**src/hdl/fvg_pkg.sv**
```systemverilog
// shared types, constants and size-table lookup for the fat volume geometry block
package fvg_pkg;

    localparam int FAT_COPIES_DEF = 2;
    localparam int DIV_W = 36;
    localparam int SB_W = 16;

    localparam logic [1:0] TYPE_AUTO  = 2'd0;
    localparam logic [1:0] TYPE_FAT12 = 2'd1;
    localparam logic [1:0] TYPE_FAT16 = 2'd2;
    localparam logic [1:0] TYPE_FAT32 = 2'd3;

    localparam logic [1:0] ST_OK        = 2'd0;
    localparam logic [1:0] ST_INVALID   = 2'd1;
    localparam logic [1:0] ST_TOO_SMALL = 2'd2;

    localparam logic [15:0] SB_STD      = 16'd512;
    localparam logic [31:0] FAT12_MAX   = 32'd4084;
    localparam logic [31:0] FAT16_MIN   = 32'd4085;
    localparam logic [31:0] FAT16_MAX   = 32'd65524;
    localparam logic [31:0] FAT32_MIN   = 32'd65525;
    localparam logic [16:0] ROOT_BYTES  = 17'd16384;

    typedef struct packed {
        logic [1:0]  requested_type;
        logic [31:0] volume_sectors;
        logic [7:0]  requested_cluster_size;
    } t_fvg_in;

    typedef struct packed {
        logic [1:0]  status;
        logic [1:0]  chosen_type;
        logic [7:0]  cluster_size;
        logic [31:0] cluster_count;
        logic [31:0] fat_size;
        logic [5:0]  reserved_count;
        logic [14:0] root_dir_size;
        logic [15:0] small_total;
        logic [31:0] large_total;
        logic [31:0] free_clusters;
        logic [3:0]  root_fat_sector;
        logic [13:0] root_fat_word;
    } t_fvg_out;

    typedef struct packed {
        logic             start;
        logic [DIV_W-1:0] dividend;
        logic [SB_W-1:0]  divisor;
    } t_div_req;

    typedef struct packed {
        logic             done;
        logic [DIV_W-1:0] quot;
        logic [SB_W-1:0]  rem;
    } t_div_rsp;

    typedef enum logic [3:0] {
        S_IDLE, S_CHECK, S_RDS_GO, S_RDS_WAIT, S_RANGE, S_HI_GO, S_HI_WAIT,
        S_LOOP, S_FAT_GO, S_FAT_WAIT, S_MUL, S_CMP, S_LIMIT, S_OFF_GO,
        S_OFF_WAIT, S_DONE
    } t_state;

    function automatic logic [7:0] lookup(input logic [1:0] fat_type,
                                          input logic [31:0] total,
                                          input logic forced);
        logic [7:0] spc;
        spc = 8'd0;
        if (fat_type == TYPE_FAT12) begin
            if (total <= 32'd8200) spc = 8'd2;
            else if (total <= 32'd16368) spc = 8'd4;
            else if (total <= 32'd32704) spc = 8'd8;
            else if (!forced) spc = 8'd0;
            else if (total <= 32'd65376) spc = 8'd16;
            else if (total <= 32'd130720) spc = 8'd32;
            else if (total <= 32'd261408) spc = 8'd64;
            else spc = 8'd0;
        end else if (fat_type == TYPE_FAT16) begin
            if (total <= 32'd8400) spc = 8'd0;
            else if (total <= 32'd32680) spc = 8'd2;
            else if (total <= 32'd262144) spc = 8'd4;
            else if (total <= 32'd524288) spc = 8'd8;
            else if (total <= 32'd1048576) spc = 8'd16;
            else if (!forced) spc = 8'd0;
            else if (total <= 32'd2097152) spc = 8'd32;
            else if (total <= 32'd4194304) spc = 8'd64;
            else spc = 8'd0;
        end else if (fat_type == TYPE_FAT32) begin
            if (total <= 32'd66600) spc = 8'd0;
            else if (total <= 32'd532480) spc = 8'd1;
            else if (total <= 32'd16777216) spc = 8'd8;
            else if (total <= 32'd33554432) spc = 8'd16;
            else if (total <= 32'd67108864) spc = 8'd32;
            else spc = 8'd64;
        end
        return spc;
    endfunction

endpackage

```
**src/hdl/fvg_div.sv**
```systemverilog
// shared restoring divider, one quotient bit per cycle
module fvg_div (
    input  logic              i_clk,
    input  logic              i_rst_n,
    input  fvg_pkg::t_div_req i_req,
    output fvg_pkg::t_div_rsp o_rsp
);
    localparam int CNT_W = $clog2(fvg_pkg::DIV_W);
    localparam logic [CNT_W-1:0] LAST = CNT_W'(fvg_pkg::DIV_W - 1);

    logic                       r_busy;
    logic                       r_done;
    logic [CNT_W-1:0]           r_cnt;
    logic [fvg_pkg::DIV_W-1:0]  r_quo;
    logic [fvg_pkg::SB_W-1:0]   r_rem;
    logic [fvg_pkg::SB_W-1:0]   r_dvs;
    logic [fvg_pkg::SB_W:0]     trial;
    logic                       qbit;
    logic [fvg_pkg::SB_W:0]     diff;

    always_comb begin
        trial = {r_rem, r_quo[fvg_pkg::DIV_W-1]};
        diff  = trial - {1'b0, r_dvs};
        qbit  = (trial >= {1'b0, r_dvs});
    end

    always_ff @(posedge i_clk) begin
        if (!i_rst_n) begin
            r_busy <= 1'b0;
            r_done <= 1'b0;
            r_cnt  <= '0;
        end else begin
            r_done <= 1'b0;
            if (i_req.start) begin
                r_busy <= 1'b1;
                r_cnt  <= '0;
            end else if (r_busy) begin
                r_cnt <= r_cnt + 1'b1;
                if (r_cnt == LAST) begin
                    r_busy <= 1'b0;
                    r_done <= 1'b1;
                end
            end
        end
    end

    always_ff @(posedge i_clk) begin
        if (i_req.start) begin
            r_quo <= i_req.dividend;
            r_rem <= '0;
            r_dvs <= i_req.divisor;
        end else if (r_busy) begin
            r_quo <= {r_quo[fvg_pkg::DIV_W-2:0], qbit};
            r_rem <= qbit ? diff[fvg_pkg::SB_W-1:0] : trial[fvg_pkg::SB_W-1:0];
        end
    end

    assign o_rsp.done = r_done;
    assign o_rsp.quot = r_quo;
    assign o_rsp.rem  = r_rem;

endmodule

```
**src/hdl/fat_volume_geometry_core.sv**
```systemverilog
// fat volume geometry: sequencer around one shared divider
// Usage: present a word on i_in_data with i_in_valid; it is taken at an edge where
// o_in_stall is low. o_in_stall stays high while a word is being worked on, so one
// word is processed at a time. The result word appears on o_out_data with
// o_out_valid and is held until an edge with i_out_stall low. A finished result
// sits in the output register, so the sequencer returns to idle while it waits.
// A word rejected on its parameters goes straight from the check to the result.
// FAT32 skips the root-directory division; every other division and each step of
// the cluster-count search run on the 36-bit divider, which yields one quotient bit
// per cycle.
// Sector size is to be written through i_cfg_wr_en / i_cfg_wr_data only while idle;
// the block does not enforce this. Reset (synchronous, active low) returns to idle,
// empties the output register and sets the sector size to 512.
module fat_volume_geometry_core #(
    parameter int FAT_COPIES = fvg_pkg::FAT_COPIES_DEF
) (
    input  logic              i_clk,
    input  logic              i_rst_n,
    input  logic              i_in_valid,
    output logic              o_in_stall,
    input  fvg_pkg::t_fvg_in  i_in_data,
    output logic              o_out_valid,
    input  logic              i_out_stall,
    output fvg_pkg::t_fvg_out o_out_data,
    input  logic              i_cfg_wr_en,
    input  logic [15:0]       i_cfg_wr_data
);
    fvg_pkg::t_state   r_state, n_state;
    fvg_pkg::t_div_req div_req;
    fvg_pkg::t_div_rsp div_rsp;
    fvg_pkg::t_fvg_in  r_in;
    fvg_pkg::t_fvg_out r_out, n_out;

    logic        r_out_valid;
    logic [15:0] r_sector_bytes;
    logic [1:0]  r_type;
    logic [7:0]  r_spc;
    logic [1:0]  r_status;
    logic [5:0]  r_rsv;
    logic [14:0] r_rds;
    logic [31:0] r_lo, r_hi, r_mid;
    logic [35:0] r_fsz;
    logic [39:0] r_prod;
    logic        r_last;
    logic [3:0]  r_off_sec;
    logic [13:0] r_off_word;

    logic        accept, out_free;
    logic        chk_err;
    logic [1:0]  chk_type;
    logic [7:0]  chk_spc;
    logic        range_bad, loop_more, lim_bad, fit_ok;
    logic [31:0] mid_calc;
    logic [32:0] span;
    logic [32:0] nclu;
    logic [34:0] fat_bytes;
    logic [40:0] fit_sum;
    logic [3:0]  off;

    assign accept   = i_in_valid && !o_in_stall;
    assign out_free = !r_out_valid || !i_out_stall;

    // parameter checks and table lookup
    always_comb begin
        chk_err  = 1'b0;
        chk_type = r_in.requested_type;
        chk_spc  = r_in.requested_cluster_size;
        if (chk_type == fvg_pkg::TYPE_AUTO) begin
            if (chk_spc != 8'd0 || r_sector_bytes != fvg_pkg::SB_STD) begin
                chk_err = 1'b1;
            end else begin
                chk_spc = fvg_pkg::lookup(fvg_pkg::TYPE_FAT12, r_in.volume_sectors, 1'b0);
                if (chk_spc != 8'd0) begin
                    chk_type = fvg_pkg::TYPE_FAT12;
                end else begin
                    chk_spc = fvg_pkg::lookup(fvg_pkg::TYPE_FAT16, r_in.volume_sectors, 1'b0);
                    if (chk_spc != 8'd0) begin
                        chk_type = fvg_pkg::TYPE_FAT16;
                    end else begin
                        chk_spc = fvg_pkg::lookup(fvg_pkg::TYPE_FAT32,
                                                  r_in.volume_sectors, 1'b0);
                        if (chk_spc != 8'd0) chk_type = fvg_pkg::TYPE_FAT32;
                    end
                end
                if (chk_type == fvg_pkg::TYPE_AUTO) chk_err = 1'b1;
            end
        end
        if (!chk_err && chk_spc == 8'd0) begin
            if (r_sector_bytes != fvg_pkg::SB_STD) begin
                chk_err = 1'b1;
            end else begin
                chk_spc = fvg_pkg::lookup(chk_type, r_in.volume_sectors, 1'b1);
                if (chk_spc == 8'd0) chk_err = 1'b1;
            end
        end
        if (!chk_err && r_sector_bytes == 16'd0) chk_err = 1'b1;
    end

    always_comb begin
        range_bad = (33'(r_rsv) + 33'(r_rds)) > 33'(r_in.volume_sectors);
        loop_more = r_lo < r_hi;
        span      = 33'(r_hi) - 33'(r_lo) + 33'd1;
        mid_calc  = r_lo + span[32:1];
        nclu      = 33'(r_mid) + 33'd2;
        unique case (r_type)
            fvg_pkg::TYPE_FAT12: fat_bytes = 35'(nclu) + 35'(nclu[32:1]);
            fvg_pkg::TYPE_FAT16: fat_bytes = {1'b0, nclu, 1'b0};
            default:             fat_bytes = {nclu, 2'b00};
        endcase
        fit_sum = 41'(r_rsv) + 41'(r_fsz) * 41'(FAT_COPIES) + 41'(r_prod);
        fit_ok  = fit_sum <= 41'(r_in.volume_sectors);
        unique case (r_type)
            fvg_pkg::TYPE_FAT12: lim_bad = r_lo > fvg_pkg::FAT12_MAX;
            fvg_pkg::TYPE_FAT16: lim_bad = r_lo > fvg_pkg::FAT16_MAX ||
                                           r_lo < fvg_pkg::FAT16_MIN;
            default:             lim_bad = r_lo < fvg_pkg::FAT32_MIN;
        endcase
        unique case (r_type)
            fvg_pkg::TYPE_FAT12: off = 4'd4;
            fvg_pkg::TYPE_FAT16: off = 4'd6;
            default:             off = 4'd12;
        endcase
    end

    // next state
    always_comb begin
        n_state = r_state;
        unique case (r_state)
            fvg_pkg::S_IDLE:     if (accept) n_state = fvg_pkg::S_CHECK;
            fvg_pkg::S_CHECK: begin
                if (chk_err) n_state = fvg_pkg::S_DONE;
                else if (chk_type == fvg_pkg::TYPE_FAT32) n_state = fvg_pkg::S_RANGE;
                else n_state = fvg_pkg::S_RDS_GO;
            end
            fvg_pkg::S_RDS_GO:   n_state = fvg_pkg::S_RDS_WAIT;
            fvg_pkg::S_RDS_WAIT: if (div_rsp.done) n_state = fvg_pkg::S_RANGE;
            fvg_pkg::S_RANGE:    n_state = range_bad ? fvg_pkg::S_DONE : fvg_pkg::S_HI_GO;
            fvg_pkg::S_HI_GO:    n_state = fvg_pkg::S_HI_WAIT;
            fvg_pkg::S_HI_WAIT:  if (div_rsp.done) n_state = fvg_pkg::S_LOOP;
            fvg_pkg::S_LOOP: begin
                if (!loop_more && r_lo == 32'd0) n_state = fvg_pkg::S_DONE;
                else n_state = fvg_pkg::S_FAT_GO;
            end
            fvg_pkg::S_FAT_GO:   n_state = fvg_pkg::S_FAT_WAIT;
            fvg_pkg::S_FAT_WAIT: begin
                if (div_rsp.done) n_state = r_last ? fvg_pkg::S_LIMIT : fvg_pkg::S_MUL;
            end
            fvg_pkg::S_MUL:      n_state = fvg_pkg::S_CMP;
            fvg_pkg::S_CMP:      n_state = fvg_pkg::S_LOOP;
            fvg_pkg::S_LIMIT:    n_state = lim_bad ? fvg_pkg::S_DONE : fvg_pkg::S_OFF_GO;
            fvg_pkg::S_OFF_GO:   n_state = fvg_pkg::S_OFF_WAIT;
            fvg_pkg::S_OFF_WAIT: if (div_rsp.done) n_state = fvg_pkg::S_DONE;
            fvg_pkg::S_DONE:     if (out_free) n_state = fvg_pkg::S_IDLE;
            default:             n_state = fvg_pkg::S_IDLE;
        endcase
    end

    // sequencer outputs
    always_comb begin
        o_in_stall       = (r_state != fvg_pkg::S_IDLE);
        div_req.start    = 1'b0;
        div_req.dividend = '0;
        div_req.divisor  = r_sector_bytes;
        unique case (r_state)
            fvg_pkg::S_RDS_GO: begin
                div_req.start    = 1'b1;
                div_req.dividend = 36'(fvg_pkg::ROOT_BYTES + 17'(r_sector_bytes) - 17'd1);
            end
            fvg_pkg::S_HI_GO: begin
                div_req.start    = 1'b1;
                div_req.dividend = 36'(r_in.volume_sectors - 32'(r_rsv) - 32'(r_rds));
                div_req.divisor  = 16'(r_spc);
            end
            fvg_pkg::S_FAT_GO: begin
                div_req.start    = 1'b1;
                div_req.dividend = 36'(fat_bytes) + 36'(r_sector_bytes) - 36'd1;
            end
            fvg_pkg::S_OFF_GO: begin
                div_req.start    = 1'b1;
                div_req.dividend = 36'(off);
            end
            default: ;
        endcase
    end

    always_comb begin
        n_out        = '0;
        n_out.status = r_status;
        if (r_status == fvg_pkg::ST_OK) begin
            n_out.chosen_type     = r_type;
            n_out.cluster_size    = r_spc;
            n_out.cluster_count   = r_lo;
            n_out.fat_size        = r_fsz[31:0];
            n_out.reserved_count  = r_rsv;
            n_out.root_dir_size   = r_rds;
            if (r_type == fvg_pkg::TYPE_FAT32 || r_in.volume_sectors > 32'hFFFF) begin
                n_out.large_total = r_in.volume_sectors;
            end else begin
                n_out.small_total = r_in.volume_sectors[15:0];
            end
            n_out.free_clusters   = r_lo - 32'd1;
            n_out.root_fat_sector = r_off_sec;
            n_out.root_fat_word   = r_off_word;
        end
    end

    always_ff @(posedge i_clk) begin
        if (!i_rst_n) begin
            r_state        <= fvg_pkg::S_IDLE;
            r_out_valid    <= 1'b0;
            r_sector_bytes <= fvg_pkg::SB_STD;
        end else begin
            r_state <= n_state;
            if (i_cfg_wr_en) r_sector_bytes <= i_cfg_wr_data;
            if (r_state == fvg_pkg::S_DONE && out_free) r_out_valid <= 1'b1;
            else if (!i_out_stall) r_out_valid <= 1'b0;
        end
    end

    always_ff @(posedge i_clk) begin
        unique case (r_state)
            fvg_pkg::S_IDLE: if (accept) r_in <= i_in_data;
            fvg_pkg::S_CHECK: begin
                r_type   <= chk_type;
                r_spc    <= chk_spc;
                r_status <= chk_err ? fvg_pkg::ST_INVALID : fvg_pkg::ST_OK;
                r_rsv    <= (chk_type == fvg_pkg::TYPE_FAT32) ? 6'd32 : 6'd1;
                r_rds    <= '0;
                r_last   <= 1'b0;
            end
            fvg_pkg::S_RDS_WAIT: if (div_rsp.done) r_rds <= div_rsp.quot[14:0];
            fvg_pkg::S_RANGE: if (range_bad) r_status <= fvg_pkg::ST_TOO_SMALL;
            fvg_pkg::S_HI_WAIT: begin
                if (div_rsp.done) begin
                    r_hi <= div_rsp.quot[31:0];
                    r_lo <= '0;
                end
            end
            fvg_pkg::S_LOOP: begin
                if (loop_more) begin
                    r_mid <= mid_calc;
                end else if (r_lo == 32'd0) begin
                    r_status <= fvg_pkg::ST_TOO_SMALL;
                end else begin
                    r_mid  <= r_lo;
                    r_last <= 1'b1;
                end
            end
            fvg_pkg::S_FAT_WAIT: if (div_rsp.done) r_fsz <= div_rsp.quot;
            fvg_pkg::S_MUL: r_prod <= 40'(r_mid) * 40'(r_spc);
            fvg_pkg::S_CMP: begin
                if (fit_ok) r_lo <= r_mid;
                else r_hi <= r_mid - 32'd1;
            end
            fvg_pkg::S_LIMIT: if (lim_bad) r_status <= fvg_pkg::ST_INVALID;
            fvg_pkg::S_OFF_WAIT: begin
                if (div_rsp.done) begin
                    r_off_sec  <= div_rsp.quot[3:0];
                    r_off_word <= div_rsp.rem[15:2];
                end
            end
            fvg_pkg::S_DONE: if (out_free) r_out <= n_out;
            default: ;
        endcase
    end

    fvg_div u_div (
        .i_clk   (i_clk),
        .i_rst_n (i_rst_n),
        .i_req   (div_req),
        .o_rsp   (div_rsp)
    );

    assign o_out_valid = r_out_valid;
    assign o_out_data  = r_out;

    a_err_zero: assert property (@(posedge i_clk) disable iff (!i_rst_n)
        r_out_valid && r_out.status != fvg_pkg::ST_OK |->
            r_out.chosen_type == 2'd0 && r_out.cluster_count == 32'd0)
        else $error("error word carries geometry");

    a_ok_count: assert property (@(posedge i_clk) disable iff (!i_rst_n)
        r_out_valid && r_out.status == fvg_pkg::ST_OK |->
            r_out.cluster_count != 32'd0 &&
            r_out.free_clusters == r_out.cluster_count - 32'd1)
        else $error("bad cluster count in ok word");

    a_mid_window: assert property (@(posedge i_clk) disable iff (!i_rst_n)
        r_state == fvg_pkg::S_CMP |-> r_mid > r_lo && r_mid <= r_hi)
        else $error("search midpoint outside window");

    a_fat32_total: assert property (@(posedge i_clk) disable iff (!i_rst_n)
        r_out_valid && r_out.status == fvg_pkg::ST_OK &&
            r_out.chosen_type == fvg_pkg::TYPE_FAT32 |-> r_out.small_total == 16'd0)
        else $error("fat32 word uses small total");

endmodule
```
**config.mk**
```make
export PLATFORM = sky130hd
export DESIGN_NAME = fat_volume_geometry_core
export DESIGN_NICKNAME = d
export VERILOG_FILES = /design/src/hdl/fvg_pkg.sv /design/src/hdl/fvg_div.sv /design/src/hdl/fat_volume_geometry_core.sv
export SDC_FILE = /design/constraint.sdc
export NUM_CORES = 2
export LEC_CHECK = 0
export BUFFER_PORTS_ARGS = -buffer_cell sky130_fd_sc_hd__buf_2
export CAP_MARGIN = 10
export CORE_MARGIN = 2
export CORE_UTILIZATION = 50
export CTS_CLUSTER_SIZE = 40
export DETAILED_ROUTE_END_ITERATION = 12
export GPL_TIMING_DRIVEN = 0
export HOLD_SLACK_MARGIN = 0.15
export PLACE_DENSITY = 0.77
export SYNTH_ARGS = -nofsm -noshare
export SYNTH_HDL_FRONTEND = slang
export SYNTH_SLANG_ARGS = --single-unit
```
**constraint.sdc**
```tcl
create_clock -name i_clk -period 14.36 [get_ports i_clk]
set_input_delay 1.436 -clock i_clk [delete_from_list [all_inputs] [get_ports i_clk]]
set_output_delay 1.436 -clock i_clk [all_outputs]
set_load 0.01 [all_outputs]
```
==> reports/qor.txt <==
largest family of logic cells by synthesized area: adder cells
post-route ant nets: 0
Static Leak: 21.71 nW
M3 GR Usage: 7.962%
Post-synth top cells: 505 x edfxtp_1, 457 x inv_1, 436 x ha_1
worst skew pair latency: 0.65 ns
first-pass GRT wire length: 219.9 mm
CTS buffer count: 66
Worst Setup End Kind: flop
TritonCTS clock tree: built
compound-cell area share of the yosys netlist: 15.40%
pwr/cell area: 240.0 nW/um^2
required time of the critical path: 14.80 ns
outcome: finished clean
CP arrival: 8.31 ns
DR iter-0 viols: 4508
RSZ-0062 raised after global routing: no
1st-pass router iterations: 7
area of the mapped netlist: 46000 um^2
all-layer global routing usage: 30.68%
FP Rows: 111
GRT overflow: 0
clock sink total: 550
WHS: 0.4463 ns
Die Area: 94440 um^2
Least-Margin Pin Slew: 1.409 ns
Multi-input gate area: 27490 um^2
final instance area: 51380 um^2
Max FO, Critical Path: 10
Nets: 5866
most common cell in the netlist: edfxtp_1
detailed-route via count: 39210
max_slew headroom: 6.039%
via density per instance: 6.106
Final Skew: 0.02377 ns
number of global-route vias before repair: 36840
Max Buffers Root-to-Sink: 3
Placed Area: 49160 um^2
minimum clock period: 7.875 ns
largest net degree at the start of global routing: 43
CTS-repair resized insts: 0
Routed WL per cell: 23.09 um
Synth top area share: 32.97%
M1 GR Usage: 40.85%
Post-Synth XOR/XNOR Area: 6.109%
max-slew violations: 0
mux contribution to synthesized area: 1.006%
peak supply drop: 0.3806 mV
max capacitance violation total: 0
gr busiest metal: met2
startpoint types: flop
# IOs: 260
DRC: 0
post-synth cell types: 95
hpwl dp: 116.6 mm
# port buffers: 254
H-tree depth: 3
Area Overhead vs Synth: 11.71%
Seq/Total Area, Yosys: 34.93%
Seq cells post-synth: 550
Max Clk Rate: 127.0 MHz
synthesized area per cell: 9.512 um^2
met2 global-route usage: 46.37%
cells after synthesis: 4836
final wirelength: 148.3 mm
Synth Area in Simple Gates: 17.05%
die width: 307.3 um
fillers: 7979
synth warn: 0
Fin. Hold Viols: 0
Placer Congestion: 1.020
# setup viols final: 0
crit share post-route: 54.84%
Worst-path clk slew: 0.06 ns
Starting Density: 50.33%
Synth area leaders: edfxtp_1 33%, ha_1 12%, fa_1 8.2%
Hold Crit Class: flop to flop
Async SR Flop Fraction: 0%
Core Region: 91390 um^2
CTS Hold Buffers Added: 0
Synth Flop Type: edfxtp_1
Vert. Die Dim: 307.3 um
CTS root buf: clkbuf_16
EDFF count, synth: 505
cell taking the most area after synthesis: edfxtp_1
critical path class: flop to flop
post-synthesis adder-cell area fraction: 20.04%
Reg area: 16070 um^2
total setup buffers inserted after CTS: 0
initial antenna violation count: 10
layout cells sized above 1: 8.790%
==> layout make-up <==
type	count	share of cell area [%]
multi-input cells	3629	53.49
clock buffers	75	3.280
flip-flops and latches	550	31.27
repair buffers	272	3.144
inverters	458	3.346
plain buffers	202	1.546
diodes	3	0.01461
clock inverters	47	1.025
well taps	1186	2.888
==> cells by family after synthesis <==
logic type / after synthesis
buffers and inverters: 660
AOI/OAI and AO/OA: 1082
and+or+nand+nor: 1554
other: 1
muxes: 45
adders and majority gates: 624
DFF: 550
xor gates and xnor gates: 320
==> cell usage in the layout, fill, tap and decap left out, types with 92 or more instances in the layout <==
cell type / n
a21o_1: 128
a21oi_1: 246
and2_1: 207
buf_2: 256
clkbuf_1: 194
edfxtp_1: 505
fa_1: 188
ha_1: 436
inv_1: 456
nand2_1: 412
nand3_1: 92
nor2_1: 334
nor3_1: 98
o21ai_0: 257
xnor2_1: 214
xor2_1: 105
==> registers in the layout, summed over array words and instances, names as in the netlist, 14 cells and up <==
name            count
o_out_data        191
r_fsz              36
r_hi               32
r_in               42
r_lo               32
r_mid              32
r_off_word         14
r_prod             40
r_rds              15
r_sector_bytes     16
u_div.r_dvs        16
u_div.r_quo        36
u_div.r_rem        16
==> routing by layer <==
metal	share of wire (%)	vias up
li1	-	17910
met1	40	18980
met2	44	1949
met3	11	376
met4	5.4	4
met5	0.018	-
==> stage by stage <==
step                      setup TNS (ns)  power [mW]  cells  worst slack [ns]  utilization, %
after global routing                   0       13.20   6419             6.357           56.22
after detailed placement               0       10.36   6297             6.925           53.80
after floorplan                        0       8.283   4839             2.933               -
after CTS                              0       12.16   6419             6.888           56.22
final                                  0       12.33   6422             6.485           56.23
after global placement           -347.00       10.21   6279            -1.919           53.36
==> worst max-delay path, stage by stage (launching register included) <==
cell	delay [ns]
edfxtp_1	0.32
clkbuf_1	1.02
clkbuf_1	0.71
nand2_1	0.19
fa_1	0.51
fa_1	0.55
inv_1	0.06
fa_1	0.50
fa_1	0.49
ha_1	0.34
a21boi_0	0.44
o41a_1	0.33
o21ai_0	0.21
a2111oi_0	0.91
o21ai_0	0.34
a31oi_1	0.33
nor4_1	0.09
a311oi_1	0.31
==> worst paths after layout <==
kind,endpoint,depth (start not counted),slack [ns],startpoint
hold / removal,r_fsz[34],0,0.45,u_div.r_quo[34]
setup reg to reg,r_prod[39],17,6.49,r_spc[5]
hold reg to reg,r_fsz[34],0,0.45,u_div.r_quo[34]
setup / recovery,r_prod[39],17,6.49,r_spc[5]
==> where the power goes <==
group | internal (mW) | total (mW) | leakage (nW) | switching [mW]
sequential | 2.36 | 2.68 | 5.05 | 0.321
combinational | 3.11 | 7.90 | 15.6 | 4.79
clock | 0.993 | 1.75 | 1.08 | 0.752
total | 6.47 | 12.3 | 21.7 | 5.86
No activity file was read; power rests on OpenSTA's default activity.
